$ cat src/sv/pse_pkg.sv
package pse_pkg;

    localparam int LIMIT_W   = 17;
    localparam int PRIME_W   = 16;
    localparam int COUNT_W   = 16;
    localparam int DATA_W    = 32;
    localparam int ADDR_W    = 3;
    localparam int REG_IDX_W = ADDR_W - 2;

    localparam logic [LIMIT_W-1:0]   LIMIT_RESET = 17'h10000;
    localparam logic [REG_IDX_W-1:0] REG_LIMIT   = 1'd0;

    typedef enum logic [2:0] {
        ST_INIT_CLR,
        ST_IDLE,
        ST_CLR,
        ST_SCAN_RD,
        ST_SCAN_CHK,
        ST_EMIT,
        ST_MARK
    } state_t;

    typedef struct packed {
        logic clr_en;
        logic restart;
        logic scan_read;
        logic hit_set;
        logic hit_clear;
        logic load_out;
        logic mark_load;
        logic mark_step;
    } cmd_t;

    typedef struct packed {
        logic clr_last;
        logic dirty;
        logic cursor_lt_lim;
        logic cand_free;
        logic hit;
        logic sq_lt_lim;
        logic m_lt_lim;
        logic out_free;
    } status_t;

endpackage

$ cat src/sv/pse_ctrl.sv
module pse_ctrl (
    input  logic             clk,
    input  logic             rst_n,
    input  logic             req_valid,
    input  logic             restart,
    output logic             req_stall,
    input  pse_pkg::status_t status,
    output pse_pkg::cmd_t    cmd
);
    import pse_pkg::*;

    state_t state_reg;
    state_t state_next;

    always_ff @(posedge clk or negedge rst_n)
    begin
        if (!rst_n)
        begin
            state_reg <= ST_INIT_CLR;
        end
        else
        begin
            state_reg <= state_next;
        end
    end

    always_comb
    begin
        state_next = state_reg;
        cmd        = '0;
        req_stall  = 1'b1;
        unique case (state_reg)
            ST_INIT_CLR:
            begin
                cmd.clr_en = 1'b1;
                if (status.clr_last)
                begin
                    state_next = ST_IDLE;
                end
            end
            ST_IDLE:
            begin
                req_stall = 1'b0;
                if (req_valid)
                begin
                    if (restart)
                    begin
                        cmd.restart = 1'b1;
                        state_next  = status.dirty ? ST_CLR : ST_SCAN_RD;
                    end
                    else
                    begin
                        state_next = ST_SCAN_RD;
                    end
                end
            end
            ST_CLR:
            begin
                cmd.clr_en = 1'b1;
                if (status.clr_last)
                begin
                    state_next = ST_SCAN_RD;
                end
            end
            ST_SCAN_RD:
            begin
                if (status.cursor_lt_lim)
                begin
                    cmd.scan_read = 1'b1;
                    state_next    = ST_SCAN_CHK;
                end
                else
                begin
                    cmd.hit_clear = 1'b1;
                    state_next    = ST_EMIT;
                end
            end
            ST_SCAN_CHK:
            begin
                if (status.cand_free)
                begin
                    cmd.hit_set = 1'b1;
                    state_next  = ST_EMIT;
                end
                else
                begin
                    state_next = ST_SCAN_RD;
                end
            end
            ST_EMIT:
            begin
                if (status.out_free)
                begin
                    cmd.load_out = 1'b1;
                    if (status.hit && status.sq_lt_lim)
                    begin
                        cmd.mark_load = 1'b1;
                        state_next    = ST_MARK;
                    end
                    else
                    begin
                        state_next = ST_IDLE;
                    end
                end
            end
            ST_MARK:
            begin
                if (status.m_lt_lim)
                begin
                    cmd.mark_step = 1'b1;
                end
                else
                begin
                    state_next = ST_IDLE;
                end
            end
            default:
            begin
                state_next = ST_IDLE;
            end
        endcase
    end

endmodule

$ cat config.mk
export PLATFORM = sky130hd
export DESIGN_NAME = pse_ctrl
export DESIGN_NICKNAME = d
export VERILOG_FILES = /design/src/sv/pse_pkg.sv /design/src/sv/pse_ctrl.sv
export SDC_FILE = /design/constraint.sdc
export NUM_CORES = 1
export LEC_CHECK = 0
export ABC_AREA = 1
export BUFFER_PORTS_ARGS = -buffer_cell sky130_fd_sc_hd__buf_2
export CAP_MARGIN = 20
export CORE_AREA = 2 2 39 41
export CTS_CLUSTER_DIAMETER = 50
export DETAILED_ROUTE_END_ITERATION = 6
export DIE_AREA = 0 0 41 43
export PLACE_DENSITY = 0.61
export SYNTH_ARGS = -nofsm -noshare
export SYNTH_HDL_FRONTEND = slang
export SYNTH_SLANG_ARGS = --single-unit
$ cat constraint.sdc
create_clock -name clk -period 1.7 [get_ports clk]
set_clock_uncertainty 0.2 [all_clocks]
set_input_delay 0.17 -clock clk [delete_from_list [all_inputs] [get_ports clk]]
set_output_delay 0.17 -clock clk [all_outputs]
set_load 0.02 [all_outputs]
==> results of run 1 <==
## routing by layer
layer | wire length (um) | vias up | global-route usage
met5 | 0 | - | 0
met4 | 57 | 0 | 0.1267
met3 | 36 | 6 | 0.03141
met2 | 412 | 15 | 0.1938
met1 | 336 | 170 | 0.1498
li1 | - | 228 | -
## per-stage QoR
stage               hold WS (ps)  utilization  setup slack (ps)  instances
floorplan                 -325.6            -             260.3         58
global placement          -232.6       0.3183             287.8         94
detailed placement        -232.4       0.3183             286.0         94
CTS                        44.67       0.3445             31.61         99
global route               68.39       0.3535             13.09         99
finish                     53.66       0.3535             123.1         99
## cell families (layout without fill, tap and decap cells)
| logic type | Yosys count | after routing | share of synthesized area |
|---|---|---|---|
| buf+inv | 9 | 34 | 0.1055 |
| simple gates | 43 | 43 | 0.6133 |
| compound gates | 3 | 3 | 0.04686 |
| flops | 3 | 3 | 0.2344 |
## path summary, 6_finish.rpt
path / from / endpoint / slack (ps)
setup reg to reg: state_reg[1] / state_reg[0] / 300
max in group asynchronous: rst_n / state_reg[1] / 1110
hold reg to reg: state_reg[1] / state_reg[1] / 390
setup / recovery: state_reg[1] / cmd[1] / 120
hold / removal: status[4] / state_reg[1] / 50
min in group asynchronous: rst_n / state_reg[2] / 70
## area by class of cell
type | count | area (um^2)
clock buffer | 4 | 26.28
sequential | 3 | 77.57
fill | 167 | 894.6
inverter | 9 | 33.78
timing repair buffer | 21 | 112.6
tap | 16 | 20.02
multi-input combinational | 46 | 219.0
## layout by cell type (no fill, tap or decap), drive strengths merged
cell type and n:
buf 20, clkbuf 4, dfrtp 3, dlygate4sd3 1
inv 9, nand2 17, nand3 5, nand4 1
nor2 19, nor3 1, o21ai 3
## critical path, delay by kind of cell (launching register included)
family        cells  cell delay, ps
simple gates      2             270
flops             1             440
buf+inv           2             270
## where the power goes
| part | switching (W) | leakage [nW] | internal [W] |
|---|---|---|---|
| registers | 0.0000620 | 0.0352 | 0.000110 |
| clock network | 0.0000372 | 0.0150 | 0.0000880 |
| logic | 0.000296 | 0.240 | 0.000164 |
| total | 0.000395 | 0.291 | 0.000362 |
## what timing repair did
item / CTS / global route
setup endpoints to repair: 0 / 4
hold endpoints to repair: 3 / 0
gates resized for setup: 0 / 6
hold buffers: 1 / 0
setup buffers: 0 / 0
==> metrics.txt, run 1 <==
element type at the critical path start=flip-flop; number of routed nets with antenna violations=0; placer's final routability congestion estimate=0.8259; antenna diode count=0; count of synthesis-stage warnings from yosys=0; placed instance area=about 440 um^2; Core Region=1384 um^2; most common cell in the netlist=nand2_1; post-detailed-route wirelength per cell=around 8.5 um; sum of routed wire length over all layers=approximately 840 um; power density cells=between 1500 and 2000 nW/um^2; crit path max-delay cell type=dfrtp_2; async set-or-reset flop fraction in the synthesized netlist=1.000; starting utilization of the core area=0.2315; crit-path max cell delay=around 440 ps; DIE HEIGHT=43 um; Final period util=0.9276; transition time of the tightest slew-check pin=~160 ps; number of flip-flops and latches in the synthesized netlist=3; net count of the mapped netlist=70; post-layout min period=~1600 ps; layout overhead on the synthesized area=52.73%; H-Tree Depth=1; timing-limited maximum frequency=634.2 MHz; residual DRC count=0; worst path arrival time=1210 ps; final global-route overflow total=0; combined area of all synthesized cells=320.3 um^2; count of vias placed by the detailed router=approximately 420; number of vias per cell after detailed routing=between 4 and 5; worst-path cell chain=inv_2 > nand3_2 > nor3_1 > buf_4; Iter 0 DRT Violations=0; Clock Root Buffer=clkbuf_4; final total negative setup slack=0 ps; worst-case headroom to the max-slew limit=0.8902; number of placement rows=14; buffers from clock root to sink, at most=2; Gate Count Post-Synth=between 50 and 60; antenna violations before repair=0; share of the synthesized area in the top cell type=0.2344; Largest register FFs=3; startpoint-to-endpoint class of the critical path=reg2out; most used standard cells in the synthesized netlist=nand2_1, nor2_1, inv_1, nor2_2; number of violations of the max-capacitance limit=0; Hold Violations, Final=0; number of I/O port buffers=20; category of the worst setup path capture point=output pin; insertion delay to the later sink of the worst-skew pair=approximately 230 ps; setup repair after global routing missed its margin=no; floorplan die area=~1800 um^2; number of enable-type register cells in the synthesized netlist=0; required time of the worst setup path=about 1300 ps; hpwl dp=695 um; vias in the first global route=420; GRT Overall Usage=0.1341; worst-case reg-to-reg path depth=8; Syn Area/Cell=5.523 um^2; power after layout=approximately 0.00076 W; maximum number of pins on one net before global-route repair=7; final instance area=slightly below 500 um^2; clock tree from TritonCTS=built; fraction of the yosys area taken by sequential cells=0.2344; top cells by area, synth=dfrtp_1, nand2_1, nor2_1, nor2_2, inv_1; proportion of layout cells with a drive suffix above 1=0.4699; first-pass GRT wire length=1.573 mm; dominant synthesized flop cell=dfrtp_1; Worst Path Max Fanout=6; Final Net Count=96; pins over their slew limit=0; number of top-level design ports=21; leak pwr=~0.29 nW; number of buffers created by CTS=3; horizontal die dimension=41 um; cell count of the worst hold path=4; outcome=completed; Pre-antenna DRT Iters=1; Netlist cell types=13; clock slew seen by the registers of the worst setup and hold paths=about 40 ps; Hold Crit Class=in2reg; Max IR drop VDD=0.6446 mV; cell taking the most area after synthesis=dfrtp_1; number of clock sinks=3; number of setup violations in the final report=0
(Power assumes the default switching activity.)
==> run 2, diff against run 1 <==
==> constraint.sdc (replaced) <==
create_clock -name clk -period 1.7 [get_ports clk]
set_clock_uncertainty 0.2 [all_clocks]
set_input_delay 0.17 -clock clk [delete_from_list [all_inputs] [get_ports clk]]
set_output_delay 0.17 -clock clk [all_outputs]
set_load 0.1 [all_outputs]
==> run 2 against run 1 <==
Effect of this change:
- combinational power is 120% higher
- highest routed layer is now met3
- maximum frequency is 3.6% lower
- critical path type unchanged
- sequential share of layout area is 4.7 points lower
- critical endpoint unchanged
- worst setup slack worse by 59 ps
- largest cell class unchanged
==> metrics.txt, run 2 (same netlist as run 1, synthesis figures left out) <==
outcome=completed; proportion of layout cells with a drive suffix above 1=0.5714; Largest register FFs=3; source of the worst register-to-register timing path=state_reg[1]; utilization after layout=0.5109; most frequent standard cell in the layout excluding fill and tap cells=nand2_1; buffers from clock root to sink, at most=2; start point of the critical path=state_reg[1]; startpoint-to-endpoint class of the critical path=reg2out; Core Region=approximately 1400 um^2; count of vias placed by the detailed router=~430; placed instance area=~640 um^2; Pre-antenna DRT Iters=3; insertion delay to the later sink of the worst-skew pair=between 200 and 250 ps; worst-case headroom to the max-slew limit=0.8693; placer's final routability congestion estimate=about 0.85; starting utilization of the core area=0.2315; hpwl dp=772 um; Iter 0 DRT Violations=1; post-layout min period=between 1500 and 2000 ps; worst path arrival time=between 1000 and 1500 ps; horizontal die dimension=41 um; dominant delay contributor by cell family on the critical path=flip-flops; Layout fillers=130; Hold Crit Class=in2reg; leak pwr=about 0.34 nW; number of setup violations in the final report=0; power density cells=1865 nW/um^2; crit path max-delay cell type=dfrtp_2; power after layout=between 0.001 and 0.0015 W; timing-limited maximum frequency=approximately 600 MHz; vias in the first global route=between 300 and 400; GRT Overall Usage=0.1226; crit-path max cell delay=approximately 450 ps; Final period util=0.9624; setup repair after global routing missed its margin=no; antenna diode count=0; floorplan die area=roughly 1800 um^2; element type at the critical path start=flip-flop; first-pass GRT wire length=about 1.5 mm; clock tree from TritonCTS=built; number of routed nets with antenna violations=0; Hold Violations, Final=0; maximum number of pins on one net before global-route repair=7; residual DRC count=0; final instance area=just over 700 um^2; top library cells by usage in the layout, fill and taps aside=nand2_1, buf_2, nor2_1, buf_12, nor2_4; minimum setup slack in the final design=approximately 64 ps; final total negative setup slack=0 ps; worst path bufs/invs=2; Final Net Count=97; Max IR drop VDD=roughly 0.75 mV; DIE HEIGHT=roughly 43 um; Clock Root Buffer=clkbuf_4; pins over their slew limit=0; sum of routed wire length over all layers=957 um; number of placement rows=14; number of I/O port buffers=20; Worst Hold Launch=status[4]; number of violations of the max-capacitance limit=0; category of the worst setup path capture point=output pin; number of clock sinks=3; transition time of the tightest slew-check pin=between 150 and 200 ps; H-Tree Depth=1; required time of the worst setup path=1330 ps; clock slew seen by the registers of the worst setup and hold paths=about 30 ps; number of top-level design ports=21; layout overhead on the synthesized area=120.7%; Worst Path Max Fanout=6; number of vias per cell after detailed routing=about 4.3; post-detailed-route wirelength per cell=approximately 9.6 um; antenna violations before repair=0; number of buffers created by CTS=3; final global-route overflow total=0; worst-path cell chain=inv_4 > nand3_4 > nor3_4 > buf_12; pre-CTS setup slack=215.2 ps
-- run 2: per-layer routing --
layer / global-route usage / share of wire / vias to the layer above
met4: 0.06000 / 0 / 0
met2: 0.2063 / 0.53 / 13
met5: 0 / 0 / -
li1: - / - / 230
met1: 0.1387 / 0.41 / 188
met3: 0.02094 / 0.063 / 0
-- run 2: path summary, 6_finish.rpt --
| check | to | cells after the start | slack (ps) |
|---|---|---|---|
| setup / recovery | cmd[1] | 4 | 60 |
| hold / removal | state_reg[1] | 4 | 50 |
| setup reg to reg | state_reg[0] | 8 | 260 |
| hold reg to reg | state_reg[1] | 2 | 400 |
| max in group asynchronous | state_reg[1] | 2 | 1120 |
| min in group asynchronous | state_reg[0] | 2 | 60 |
-- run 2: worst min-delay path: stages --
cell and delay, ps:
buf_2 80, o21ai_0 80, nand2_1 60, nand2_1 40
-- run 2: final cells by class --
class / instances / area [um^2] / area share
multi-input cells: 46 / 290.3 / 0.4106
repair buffers: 22 / 252.7 / 0.3575
flip-flops and latches: 3 / 78.83 / 0.1115
inverters: 9 / 38.79 / 0.05487
clock buffers: 4 / 26.28 / 0.03717
well taps: 16 / 20.02 / 0.02832
-- run 2: timing repair --
item,in CTS,in global routing
gates resized for setup,2,6
endpoints found under the setup margin,3,5
buffers inserted,0,1
hold buffers,1,0
endpoints found under the hold margin,3,0
-- run 2: metrics by stage --
stage	hold slack, ps	cells
6_report	53.95	100
5_1_grt	68.68	100
4_1_cts	55.28	99
3_5_place_dp	-233.8	94
3_3_place_gp	-234.3	94
2_1_floorplan	-325.6	58
-- run 2: report_power, final --
| part | switching [W] | internal [W] | leakage (nW) | total [W] |
|---|---|---|---|---|
| combinational | 0.000662 | 0.000343 | 0.287 | 0.00100 |
| sequential | 0.0000801 | 0.000111 | 0.0338 | 0.000191 |
| clock | 0.0000352 | 0.0000878 | 0.0150 | 0.000123 |
| total | 0.000777 | 0.000542 | 0.336 | 0.00132 |
